### config.mk
export PLATFORM = sky130hd
export DESIGN_NAME = quoted_string_unescaper_core
export DESIGN_NICKNAME = d
export VERILOG_FILES = /design/src/design/qsu_pkg.sv /design/src/design/qsu_decode.sv /design/src/design/qsu_resq.sv /design/src/design/quoted_string_unescaper_core.sv
export SDC_FILE = /design/constraint.sdc
export NUM_CORES = 1
export LEC_CHECK = 0
export ABC_CLOCK_PERIOD_IN_PS = 9510
export BUFFER_PORTS_ARGS = -buffer_cell sky130_fd_sc_hd__buf_4
export CORE_UTILIZATION = 62
export DETAILED_ROUTE_END_ITERATION = 10
export PLACE_DENSITY = 0.81
export SYNTH_ARGS = -nofsm -noshare
export SYNTH_HDL_FRONTEND = slang
export SYNTH_HIERARCHICAL = 1
export SYNTH_SLANG_ARGS = --single-unit
### constraint.sdc
create_clock -name clk -period 9.51 [get_ports clk]
set_input_delay 0.951 -clock clk [delete_from_list [all_inputs] [get_ports clk]]
set_output_delay 0.951 -clock clk [all_outputs]
set_load 0.01 [all_outputs]
### src/design/qsu_pkg.sv
// Shared types, result codes and defaults for the quoted string unescaper.
`timescale 1ns / 1ps

package qsu_pkg;

  // Default depth of the result queue; two slots must be free to take a request.
  localparam int unsigned RESQ_DEPTH_DEF = 4;

  // Reset value of the length limit register.
  localparam logic [7:0] LIMIT_RESET = 8'd254;

  // Result kinds.
  localparam logic [1:0] KIND_CHAR = 2'd0;
  localparam logic [1:0] KIND_DONE = 2'd1;
  localparam logic [1:0] KIND_ERR  = 2'd2;

  // Error codes.
  localparam logic [2:0] ERR_NONE      = 3'd0;
  localparam logic [2:0] ERR_NO_QUOTE  = 3'd1;
  localparam logic [2:0] ERR_NEWLINE   = 3'd2;
  localparam logic [2:0] ERR_END       = 3'd3;
  localparam logic [2:0] ERR_BAD_ESC   = 3'd4;
  localparam logic [2:0] ERR_TOO_LONG  = 3'd5;

  // One result item.
  typedef struct packed {
    logic [1:0] kind;
    logic [7:0] ch;
    logic [2:0] code;
    logic [7:0] len;
    logic       last;
  } result_t;

  // Results produced by one accepted request, r0 first.
  typedef struct packed {
    logic [1:0] count;
    result_t    r0;
    result_t    r1;
  } push_t;

endpackage

### src/design/qsu_decode.sv
// Decoder state machine: parses one byte per request and produces up to two results.
`timescale 1ns / 1ps

module qsu_decode import qsu_pkg::*; (
  input  logic       clk,
  input  logic       rst_n,
  input  logic       cfg_wr_en,
  input  logic [7:0] cfg_wr_data,
  input  logic       acc,
  input  logic [7:0] in_byte,
  input  logic       eoi,
  output push_t      push
);

  typedef enum logic [1:0] {
    MODE_IDLE = 2'd0,
    MODE_STR  = 2'd1,
    MODE_ESC  = 2'd2,
    MODE_OCT  = 2'd3
  } mode_t;

  localparam logic [7:0] CH_TAB    = 8'h09;
  localparam logic [7:0] CH_NL     = 8'h0A;
  localparam logic [7:0] CH_SPACE  = 8'h20;
  localparam logic [7:0] CH_QUOTE  = 8'h22;
  localparam logic [7:0] CH_ZERO   = 8'h30;
  localparam logic [7:0] CH_SEVEN  = 8'h37;
  localparam logic [7:0] CH_BSLASH = 8'h5C;

  // Simple escape letters; bit 8 set means the byte is a known escape.
  function automatic logic [8:0] esc_map(input logic [7:0] b);
    logic [8:0] r;
    r = 9'd0;
    case (b)
      8'h74:    r = {1'b1, 8'h09};   // t
      8'h6E:    r = {1'b1, 8'h0A};   // n
      8'h62:    r = {1'b1, 8'h08};   // b
      8'h72:    r = {1'b1, 8'h0D};   // r
      8'h5C:    r = {1'b1, 8'h5C};   // backslash
      8'h66:    r = {1'b1, 8'h0C};   // f
      8'h27:    r = {1'b1, 8'h27};   // single quote
      8'h22:    r = {1'b1, 8'h22};   // double quote
      default:  r = 9'd0;
    endcase
    return r;
  endfunction

  mode_t      mode_r, mode_nxt;
  logic [8:0] oval_r, oval_nxt;
  logic [1:0] odig_r, odig_nxt;
  logic [7:0] cnt_r, cnt_nxt;
  logic [7:0] limit_r;

  logic [7:0] lim;
  logic       is_oct;
  logic [8:0] esc;
  logic       st_a, st_b, sb_pend, sb_en;
  logic [7:0] st_a_ch;
  logic [8:0] cnt9;
  logic       va, vb;
  result_t    res_a, res_b;

  // A limit of zero behaves as one.
  assign lim    = (limit_r == 8'd0) ? 8'd1 : limit_r;
  assign is_oct = (in_byte >= CH_ZERO) && (in_byte <= CH_SEVEN);
  assign esc    = esc_map(in_byte);

  // Next state and results for the byte at the input, worked in model order.
  always_comb begin
    mode_nxt = mode_r;
    oval_nxt = oval_r;
    odig_nxt = odig_r;
    cnt_nxt  = cnt_r;
    st_a     = 1'b0;
    st_a_ch  = 8'd0;
    st_b     = 1'b0;
    sb_pend  = 1'b0;
    sb_en    = 1'b0;
    cnt9     = 9'd0;
    va       = 1'b0;
    vb       = 1'b0;
    res_a    = '0;
    res_b    = '0;

    // First action of the step.
    case (mode_r)
      MODE_IDLE: begin
        if (eoi) begin
          va = 1'b1;
          res_a.kind = KIND_ERR;
          res_a.code = ERR_END;
          oval_nxt = 9'd0;
          odig_nxt = 2'd0;
        end else if (in_byte == CH_QUOTE) begin
          mode_nxt = MODE_STR;
          cnt_nxt  = 8'd0;
          oval_nxt = 9'd0;
          odig_nxt = 2'd0;
        end else if (in_byte != CH_SPACE && in_byte != CH_TAB) begin
          va = 1'b1;
          res_a.kind = KIND_ERR;
          res_a.code = ERR_NO_QUOTE;
          oval_nxt = 9'd0;
          odig_nxt = 2'd0;
        end
      end
      MODE_STR: begin
        sb_pend = 1'b1;
      end
      MODE_ESC: begin
        if (eoi) begin
          va = 1'b1;
          res_a.kind = KIND_ERR;
          res_a.code = ERR_END;
          mode_nxt = MODE_IDLE;
          oval_nxt = 9'd0;
          odig_nxt = 2'd0;
        end else if (esc[8]) begin
          mode_nxt = MODE_STR;
          st_a     = 1'b1;
          st_a_ch  = esc[7:0];
        end else if (is_oct) begin
          mode_nxt = MODE_OCT;
          oval_nxt = {1'b0, in_byte - CH_ZERO};
          odig_nxt = 2'd1;
        end else begin
          va = 1'b1;
          res_a.kind = KIND_ERR;
          res_a.code = ERR_BAD_ESC;
          mode_nxt = MODE_IDLE;
          oval_nxt = 9'd0;
          odig_nxt = 2'd0;
        end
      end
      MODE_OCT: begin
        if (!eoi && is_oct) begin
          oval_nxt = {oval_r[5:0], 3'b000} + {6'd0, in_byte[2:0]};
          odig_nxt = odig_r + 2'd1;
          if (odig_nxt == 2'd3) begin
            mode_nxt = MODE_STR;
            odig_nxt = 2'd0;
            st_a     = 1'b1;
            st_a_ch  = oval_nxt[7:0];
          end
        end else begin
          // The pending octal character goes out, then the byte is string content.
          mode_nxt = MODE_STR;
          odig_nxt = 2'd0;
          st_a     = 1'b1;
          st_a_ch  = oval_r[7:0];
          sb_pend  = 1'b1;
        end
      end
      default: begin
        mode_nxt = MODE_IDLE;
      end
    endcase

    // Store of the first character, with the length check.
    if (st_a) begin
      cnt9    = {1'b0, cnt_nxt} + 9'd1;
      cnt_nxt = cnt9[7:0];
      va      = 1'b1;
      if (cnt9 >= {1'b0, lim}) begin
        res_a.kind = KIND_ERR;
        res_a.code = ERR_TOO_LONG;
        mode_nxt = MODE_IDLE;
        oval_nxt = 9'd0;
        odig_nxt = 2'd0;
      end else begin
        res_a.kind = KIND_CHAR;
        res_a.ch   = st_a_ch;
      end
    end

    // Plain string byte handling.
    sb_en = sb_pend && (mode_nxt == MODE_STR);
    if (sb_en) begin
      if (eoi) begin
        vb = 1'b1;
        res_b.kind = KIND_ERR;
        res_b.code = ERR_END;
        mode_nxt = MODE_IDLE;
        oval_nxt = 9'd0;
        odig_nxt = 2'd0;
      end else if (in_byte == CH_QUOTE) begin
        vb = 1'b1;
        res_b.kind = KIND_DONE;
        res_b.len  = cnt_nxt;
        mode_nxt = MODE_IDLE;
      end else if (in_byte == CH_NL) begin
        vb = 1'b1;
        res_b.kind = KIND_ERR;
        res_b.code = ERR_NEWLINE;
        mode_nxt = MODE_IDLE;
        oval_nxt = 9'd0;
        odig_nxt = 2'd0;
      end else if (in_byte == CH_BSLASH) begin
        mode_nxt = MODE_ESC;
      end else begin
        st_b = 1'b1;
      end
    end

    // Store of a plain character.
    if (st_b) begin
      cnt9    = {1'b0, cnt_nxt} + 9'd1;
      cnt_nxt = cnt9[7:0];
      vb      = 1'b1;
      if (cnt9 >= {1'b0, lim}) begin
        res_b.kind = KIND_ERR;
        res_b.code = ERR_TOO_LONG;
        mode_nxt = MODE_IDLE;
        oval_nxt = 9'd0;
        odig_nxt = 2'd0;
      end else begin
        res_b.kind = KIND_CHAR;
        res_b.ch   = in_byte;
      end
    end
  end

  // Pack results in order and mark the final one.
  always_comb begin
    push = '0;
    if (acc) begin
      if (va && vb) begin
        push.count   = 2'd2;
        push.r0      = res_a;
        push.r1      = res_b;
        push.r1.last = 1'b1;
      end else if (va) begin
        push.count   = 2'd1;
        push.r0      = res_a;
        push.r0.last = 1'b1;
      end else if (vb) begin
        push.count   = 2'd1;
        push.r0      = res_b;
        push.r0.last = 1'b1;
      end
    end
  end

  // Parser state and the length limit register.
  always_ff @(posedge clk) begin
    if (!rst_n) begin
      mode_r  <= MODE_IDLE;
      oval_r  <= 9'd0;
      odig_r  <= 2'd0;
      cnt_r   <= 8'd0;
      limit_r <= LIMIT_RESET;
    end else begin
      if (acc) begin
        mode_r <= mode_nxt;
        oval_r <= oval_nxt;
        odig_r <= odig_nxt;
        cnt_r  <= cnt_nxt;
      end
      if (cfg_wr_en) begin
        limit_r <= cfg_wr_data;
      end
    end
  end

endmodule

### src/design/qsu_resq.sv
// Result queue: takes up to two results per cycle and hands out one per cycle while pop_ready is high.
`timescale 1ns / 1ps

module qsu_resq import qsu_pkg::*; #(
  parameter int unsigned DEPTH = RESQ_DEPTH_DEF
) (
  input  logic    clk,
  input  logic    rst_n,
  input  push_t   push,
  input  logic    pop_ready,
  output result_t head,
  output logic    head_valid,
  output logic    space_ok
);

  localparam int unsigned PW = (DEPTH > 1) ? $clog2(DEPTH) : 1;
  localparam int unsigned CW = $clog2(DEPTH + 1);
  localparam logic [PW-1:0] PTR_LAST = PW'(DEPTH - 1);
  localparam logic [CW-1:0] CNT_ROOM = CW'(DEPTH - 2);

  function automatic logic [PW-1:0] ptr_inc(input logic [PW-1:0] p);
    return (p == PTR_LAST) ? '0 : p + 1'b1;
  endfunction

  result_t       mem [DEPTH];
  logic [PW-1:0] wp_r, wp_nxt, rp_r, rp_nxt, wp1;
  logic [CW-1:0] cnt_r, cnt_nxt;
  logic          pop;

  assign head_valid = (cnt_r != '0);
  assign head       = mem[rp_r];
  assign space_ok   = (cnt_r <= CNT_ROOM);
  assign pop        = head_valid && pop_ready;
  assign wp1        = ptr_inc(wp_r);

  // Pointer and fill count updates.
  always_comb begin
    wp_nxt = wp_r;
    case (push.count)
      2'd1:    wp_nxt = wp1;
      2'd2:    wp_nxt = ptr_inc(wp1);
      default: wp_nxt = wp_r;
    endcase
    rp_nxt  = pop ? ptr_inc(rp_r) : rp_r;
    cnt_nxt = cnt_r + CW'(push.count) - CW'(pop);
  end

  always_ff @(posedge clk) begin
    if (!rst_n) begin
      wp_r  <= '0;
      rp_r  <= '0;
      cnt_r <= '0;
    end else begin
      wp_r  <= wp_nxt;
      rp_r  <= rp_nxt;
      cnt_r <= cnt_nxt;
    end
  end

  // Result storage.
  always_ff @(posedge clk) begin
    if (push.count != 2'd0) begin
      mem[wp_r] <= push.r0;
    end
    if (push.count == 2'd2) begin
      mem[wp1] <= push.r1;
    end
  end

endmodule

### src/design/quoted_string_unescaper_core.sv
// Top level of the quoted string unescaper.
`timescale 1ns / 1ps

// Decodes a C-style double-quoted string literal from a byte stream, one byte
// per request and one request per cycle while in_tready is high. Spaces and
// tabs before the opening quote are skipped; each decoded character, the
// completion (with length) and any error come out as separate requests, at
// most two per input byte, the final one marked by out_tlast. With an empty
// queue the first result of a byte shows on the output in the cycle after the
// byte is accepted, and a second result once the first is taken. Results wait
// in a RESQ_DEPTH-entry queue, four by default; in_tready drops while fewer
// than two entries are free, so bytes are taken while earlier results wait.
// cfg_wr_data sets the character count at which a string fails as too long.
module quoted_string_unescaper_core import qsu_pkg::*; #(
  parameter int unsigned RESQ_DEPTH = RESQ_DEPTH_DEF
) (
  input  logic        clk,
  input  logic        rst_n,
  input  logic        cfg_wr_en,
  input  logic [7:0]  cfg_wr_data,
  input  logic        in_tvalid,
  output logic        in_tready,
  input  logic [7:0]  in_tdata,   // [7:0] in_byte
  input  logic        in_tlast,   // end_of_input
  output logic        out_tvalid,
  input  logic        out_tready,
  output logic [23:0] out_tdata,  // [7:0] out_char, [10:8] error_code, [18:11] length
  output logic [1:0]  out_tuser,  // [1:0] kind
  output logic        out_tlast   // last
);

  logic    acc;
  push_t   push;
  result_t head;
  logic    space_ok;

  assign in_tready = space_ok;
  assign acc       = in_tvalid && space_ok;

  qsu_decode u_decode (
    .clk         (clk),
    .rst_n       (rst_n),
    .cfg_wr_en   (cfg_wr_en),
    .cfg_wr_data (cfg_wr_data),
    .acc         (acc),
    .in_byte     (in_tdata),
    .eoi         (in_tlast),
    .push        (push)
  );

  qsu_resq #(
    .DEPTH (RESQ_DEPTH)
  ) u_resq (
    .clk        (clk),
    .rst_n      (rst_n),
    .push       (push),
    .pop_ready  (out_tready),
    .head       (head),
    .head_valid (out_tvalid),
    .space_ok   (space_ok)
  );

  // Output packing.
  assign out_tdata = {5'd0, head.len, head.code, head.ch};
  assign out_tuser = head.kind;
  assign out_tlast = head.last;

endmodule

==> results of run 1 <==
synthesized netlist by cell type (13+ instances only):
cell,instances,area [sq um]
mux2_2,68,766
clkbuf_1,24,90.1
buf_6,14,158
ha_1,36,450
a21oi_1,31,155
dfxtp_1,37,741
mux4_2,20,450
inv_1,38,143
nor3_1,13,65.1
nor2_1,67,251
xnor2_1,15,131
edfxtp_1,88,2640
o21ai_0,25,125
nand2_1,70,263
nand3_1,29,145
mux2_4,22,330
worst max-delay path: cells and delay by family:
kind	cells	cell delay (ps)
fa+ha+maj	5	1610
simple gates	11	2400
buf+inv	6	930
xor+xnor	1	170
compound gates	5	1250
where the power goes:
part | switching, mW | total, mW | internal, mW
clock network | 0.225 | 0.653 | 0.428
registers | 0.0522 | 0.727 | 0.674
logic | 0.312 | 0.573 | 0.261
registers in the layout (all words and copies together), names as in the netlist, named ones only:
signal,flops
u_resq/wp_r,2
u_resq/rp_r,2
u_resq/mem,88
u_resq/cnt_r,3
u_decode/cnt_r,8
u_decode/oval_r,8
u_decode/mode_r,2
u_decode/limit_r,8
u_decode/odig_r,2
logic make-up (layout without fill, tap and decap cells):
family | Yosys count | after routing | share of synthesized area, %
other cells | 1 | 5 | 0.0444
mux | 121 | 121 | 20.0
compound gates | 139 | 139 | 11.4
simple gates | 248 | 248 | 14.7
buf+inv | 92 | 120 | 5.74
fa+ha+maj | 37 | 37 | 5.56
flops | 125 | 125 | 40.0
xor+xnor | 25 | 25 | 2.59
stage by stage:
stage	utilization, %	hold WS, ps
global placement	65.9	459
floorplan	-	448
finish	70.2	486
global route	70.2	499
CTS	70.2	486
detailed placement	65.9	479
area by class of cell:
class / instances / area share (%)
tap: 176 / 2.36
clock inverter: 11 / 1.62
inverter: 39 / 1.57
sequential: 125 / 36.2
clock buffer: 18 / 4.60
timing repair buffer: 52 / 4.18
multi-input combinational: 575 / 49.4
per-layer routing:
metal	track usage [%]	vias to the layer above	part of all wire [%]
li1	-	2960	-
met1	39.4	3102	41
met2	49.9	360	47
met3	7.48	53	9.3
met4	10.1	0	2.3
met5	0	-	0
how the worst max path moves through the flow:
stage / depth (start not counted) / slack (ps) / end
4_1_cts: 28 / 2320 / u_resq/mem[2][20]
6_report: 28 / 2210 / u_resq/mem[2][11]
3_3_place_gp: 28 / 2250 / u_resq/mem[2][18]
5_1_grt: 28 / 1690 / u_resq/mem[2][11]
2_1_floorplan: 27 / 1980 / u_resq/mem[0][0]
3_5_place_dp: 28 / 1940 / u_resq/mem[2][12]
==> results.md, run 1 <==
- Post-route design area: 9340 sq um
- NumNets Final: between 800 and 900
- CTS root buf: clkbuf_16
- Sequential area share after synthesis: 40.0%
- Count of non-filler cells in the finished layout: ~1000
- Syn avg cell area: about 11 sq um
- Worst-Margin Slew: between 1000 and 1500 ps
- Avg WL per Cell: 20.8 um
- DIE AREA: around 14000 sq um
- F_max: roughly 0.14 GHz
- Crit end category: flip-flop
- Crit. Startpoint: in_tdata[4]
- CTS resizes: 0
- Cell leakage power: 3.86 nW
- Layout fillers: between 900 and 1000
- PortBufs: 45
- Initial core utilization: about 64%
- Commonest non-fill, non-tap cells in the layout: edfxtp_1, nand2_1, mux2_2
- Critical Path AT: about 7300 ps
- Hold Path Origin: u_decode/odig_r[1]
- Max-capacitance violation count: 0
- Worst skew pair latency: 420 ps
- Place WS: just under 2000 ps
- Hpwl dp: 14400 um
- Synthesized area: 8450 sq um
- Flops & latches, synth: 125
- Outcome: completed
- Ys flop type: edfxtp_1
- Layout cells sized above 1: between 20% and 30%
- First-pass GRT wire length: 32800 um
- Chip width: ~120 um
- GRT Util Overall: between 30 and 40%
- R2r setup slk: between 2000 and 3000 ps
- Total power: about 2 mW
- Drt via density: about 6.5
- Worst-path clk slew: about 50 ps
- Final min period: approximately 7300 ps
- Syn Inst Count: approximately 790
- Multi-input logic area: approximately 4600 sq um
- Hold Path Sink: u_decode/odig_r[1]
- Core area: approximately 13000 sq um
- Post-CTS setup buffer count: 0
- Crit Path Class: input pin to flip-flop
- Post-synth EDFFs: about 90
- Hold Path Stages: 1
- Async set-reset flop share out of synthesis: 0%
- Slowest stage delay, CP: roughly 570 ps
- Final Skew: around 7 ps
- Setup violators final: 0
- GP Congestion: ~0.98
- Most common cell after layout, fill and taps aside: edfxtp_1
- Drt drc: 0
- VDD IR-drop max: 0.000140 V
- Post-route ant nets: 0
- GR Overflow Total: 0
- CP required: ~9500 ps
- Yosys cell types: 77
- Area growth syn-to-layout: 10.4%
- DP Cell Count: about 970
- Slew margin rel.: a little over a fifth
- Drt first pass iters: 5
- CTS Buffer Depth: 2
- CTS H-tree lvls: 4
- Die Y-Extent: 119 um
- Register area: 3380 sq um
- I/O pins: a little over 50
- Placed cell area: around 8800 sq um
- Via count: 6475
- CP max-delay cell: o21ai_2
- Pin count of the biggest net entering global routing: 38
- Tcrit/Tclk final: ~77%
- Final WS setup: 2210 ps
- Reg2Reg Depth: 24
- Final Max Tran Viols: 0
- Initial antenna violation count: 0
- FF-to-FF Start: u_decode/mode_r[0]
- Clk sinks: ~130
- Diodes inserted: 0
- Worst-path maximum fanout: 23
- Hold Path Class: flip-flop to flip-flop
- Hold_buf cts: 0
- Drt initial violations: 723
- Worst r2r dst: u_resq/mem[2][11]
- TritonCTS clock tree: done
- Setup TNS: 0 ps
- Synth warnings: 6
- Pwr per Cell Area: ~210 nW/um^2
- Site Rows: between 40 and 50
- RSZ-0062 raised after global routing: no
- CTS buffer count: 17
- Vias in the first global route: roughly 6300
- Final hold vios: 0
- Setup crit start kind: input pin
- DRT Wirelength: between 20000 and 25000 um
Note: power is estimated with default switching activity, not from simulation.
==> run 2: changes to the inputs <==
--- a/config.mk
+++ b/config.mk
@@ -5,11 +5,11 @@
 export SDC_FILE = /design/constraint.sdc
 export NUM_CORES = 1
 export LEC_CHECK = 0
-export ABC_CLOCK_PERIOD_IN_PS = 9510
+export ABC_CLOCK_PERIOD_IN_PS = 6650
 export BUFFER_PORTS_ARGS = -buffer_cell sky130_fd_sc_hd__buf_4
-export CORE_UTILIZATION = 62
+export CORE_UTILIZATION = 56
 export DETAILED_ROUTE_END_ITERATION = 10
-export PLACE_DENSITY = 0.81
+export PLACE_DENSITY = 0.77
 export SYNTH_ARGS = -nofsm -noshare
 export SYNTH_HDL_FRONTEND = slang
 export SYNTH_HIERARCHICAL = 1
==> constraint.sdc (replaced) <==
create_clock -name clk -period 6.65 [get_ports clk]
set_input_delay 0.665 -clock clk [delete_from_list [all_inputs] [get_ports clk]]
set_output_delay 0.665 -clock clk [all_outputs]
set_load 0.01 [all_outputs]
==> results.md, run 2 (same netlist as run 1, synthesis figures left out) <==
- F_max: 0.161 GHz
- PortBufs: 45 (unchanged)
- Site Rows: 44 (+4.8%)
- Failing checks: DRC
- Clk sinks: 125 (unchanged)
- Hold Path Stages: 3 (+2)
- RSZ-0062 raised after global routing: no
- VDD IR-drop max: 0.000209 V (+49%)
- Worst-path maximum fanout: 9 (-61%)
- Cell leakage power: 3.95 nW (+2.4%)
- CP max-delay cell: or4b_4
- Final hold slack: 463 ps (-22.9 ps)
- Top reg by flops: u_resq/mem
- Slew margin rel.: 40.1% (+18 points)
- CP required: 6810 ps (-2730 ps)
- Drt first pass iters: 8 (+3)
- Die Y-Extent: 125 um (+5.1%)
- Slowest stage delay, CP: 530 ps (-40 ps)
- DRT Wirelength: 21500 um (+3.7%)
- GRT Util Overall: 28.6% (-1.9 points)
- GR Overflow Total: 0 (unchanged)
- CTS Buffer Depth: 2 (unchanged)
- Final Max Tran Viols: 0 (unchanged)
- Worst-path clk slew: 60 ps (about the same)
- Vias in the first global route: 6377 (+0.62%)
- Most common cell after layout, fill and taps aside: edfxtp_1
- Initial antenna violation count: 0 (unchanged)
- Hold_buf cts: 0 (unchanged)
- Drt initial violations: 709 (-1.9%)
- First-pass GRT wire length: 34200 um (+4.1%)
- Most frequent CP cell: ha_1
- DIE AREA: 15600 sq um (+11%)
- Critical Path AT: 6360 ps (-970 ps)
- Core area: 14600 sq um (+10%)
- Outcome: finished with violations
- I/O pins: 51 (unchanged)
- Max-capacitance violation count: 0 (unchanged)
- Crit path cell chain: buf_4, inv_1, ha_1, or4b_4, or3_4, a31o_1, o211a_2, xnor2_1, inv_1, ha_1, nand4_1, mux2_2, mux2i_1, ha_1, a21oi_1, o21ai_0, a2111oi_0, nor3_1, a31o_1, a21boi_2, nor2_1, o221a_2, mux2_2
- Pwr per Cell Area: 292 nW/um^2 (+39%)
- Drt drc: 4 (+4)
- CTS root buf: clkbuf_16
- Via count: 6541 (+1.0%)
- Reg2Reg Depth: 20 (-17%)
- Post-route ant nets: 0 (unchanged)
- Worst-Margin Slew: 886 ps (-287 ps)
- Crit end category: flip-flop
- Hold Path Class: input pin to flip-flop
- Drt via density: 6.38 (-1.8%)
- Initial core utilization: 57.7% (-5.9 points)
- Post-route design area: 9530 sq um (+2.1%)
- Crit Path Class: input pin to flip-flop
- GP Congestion: 0.948 (-3.3%)
- Diodes inserted: 0 (unchanged)
- Count of non-filler cells in the finished layout: 1025 (+2.9%)
- CTS H-tree lvls: 4 (unchanged)
- CTS buffer count: 17 (unchanged)
- Area growth syn-to-layout: 12.7%
- Final hold vios: 0 (unchanged)
- Pin count of the biggest net entering global routing: 38 (unchanged)
- NumNets Final: 887 (+2.1%)
- Setup crit start kind: input pin
- Commonest non-fill, non-tap cells in the layout: edfxtp_1, nand2_1, mux2_2
- Placed cell area: 8960 sq um (+2.4%)
- Worst skew pair latency: 420 ps (about the same)
- Layout cells sized above 1: 28.2% (+2.6 points)
- Tcrit/Tclk final: roughly 93%
- Max reg flops: 88 (unchanged)
- TritonCTS clock tree: done
- Setup violators final: 0 (unchanged)
- Final min period: slightly above 6000 ps
- Hpwl dp: 14400 um (about the same)
- DP Cell Count: 993 (+2.7%)
- CTS resizes: 0 (unchanged)
- Chip width: 125 um (+5.1%)
- Post-CTS setup buffer count: 0 (unchanged)
- Final Skew: 8.59 ps (+1.42 ps)
- Avg WL per Cell: 21.0 um (+0.79%)
[run 2: path summary, 6_finish.rpt]
path | start | end | slack, ps
hold / removal | cfg_wr_data[2] | u_decode/limit_r[2] | 460
hold reg to reg | u_decode/odig_r[1] | u_decode/odig_r[1] | 500
setup reg to reg | u_decode/mode_r[1] | u_resq/mem[1][21] | 910
setup / recovery | in_tdata[4] | u_resq/mem[1][21] | 450
[run 2: metrics by stage]
| stage | setup WS (ps) | total power [mW] | util [%] | setup TNS (ps) |
|---|---|---|---|---|
| after floorplan | -592 | 1.59 | - | -51600 |
| after global placement | 293 | 1.87 | 61.2 | 0 |
| after detailed placement | 180 | 1.90 | 61.2 | 0 |
| after CTS | 565 | 2.79 | 65.1 | 0 |
| after global routing | 181 | 2.91 | 65.1 | 0 |
| final | 451 | 2.78 | 65.1 | 0 |
[run 2: final cells by class]
class                      instances  area, sq um
clock buffer                      18          429
sequential                       125         3380
timing repair buffer              70          588
tap                              184          230
fill                            1121         5110
multi-input combinational        575         4620
inverter                          39          146
clock inverter                    14          138
[run 2: power by group]
| part | total (mW) | internal, mW | switching, mW |
|---|---|---|---|
| logic | 0.872 | 0.400 | 0.473 |
| registers | 1.02 | 0.962 | 0.0587 |
| clock network | 0.886 | 0.522 | 0.365 |
| total | 2.78 | 1.88 | 0.896 |
[run 2: layer usage]
metal	up-vias	share of wire (%)	GRT usage, %
met2	318	49	47.6
met3	51	6.7	5.24
met1	3173	42	36.6
li1	2999	-	-
met5	-	0	0
met4	0	2.7	12.0
[run 2: critical path: cells and delay by family]
| kind | cells | cell delay [ps] |
|---|---|---|
| muxes | 3 | 680 |
| xor gates and xnor gates | 1 | 370 |
| adders and majority gates | 3 | 790 |
| AOI/OAI and AO/OA | 8 | 2190 |
| and+or+nand+nor | 5 | 1260 |
| buffers and inverters | 3 | 390 |
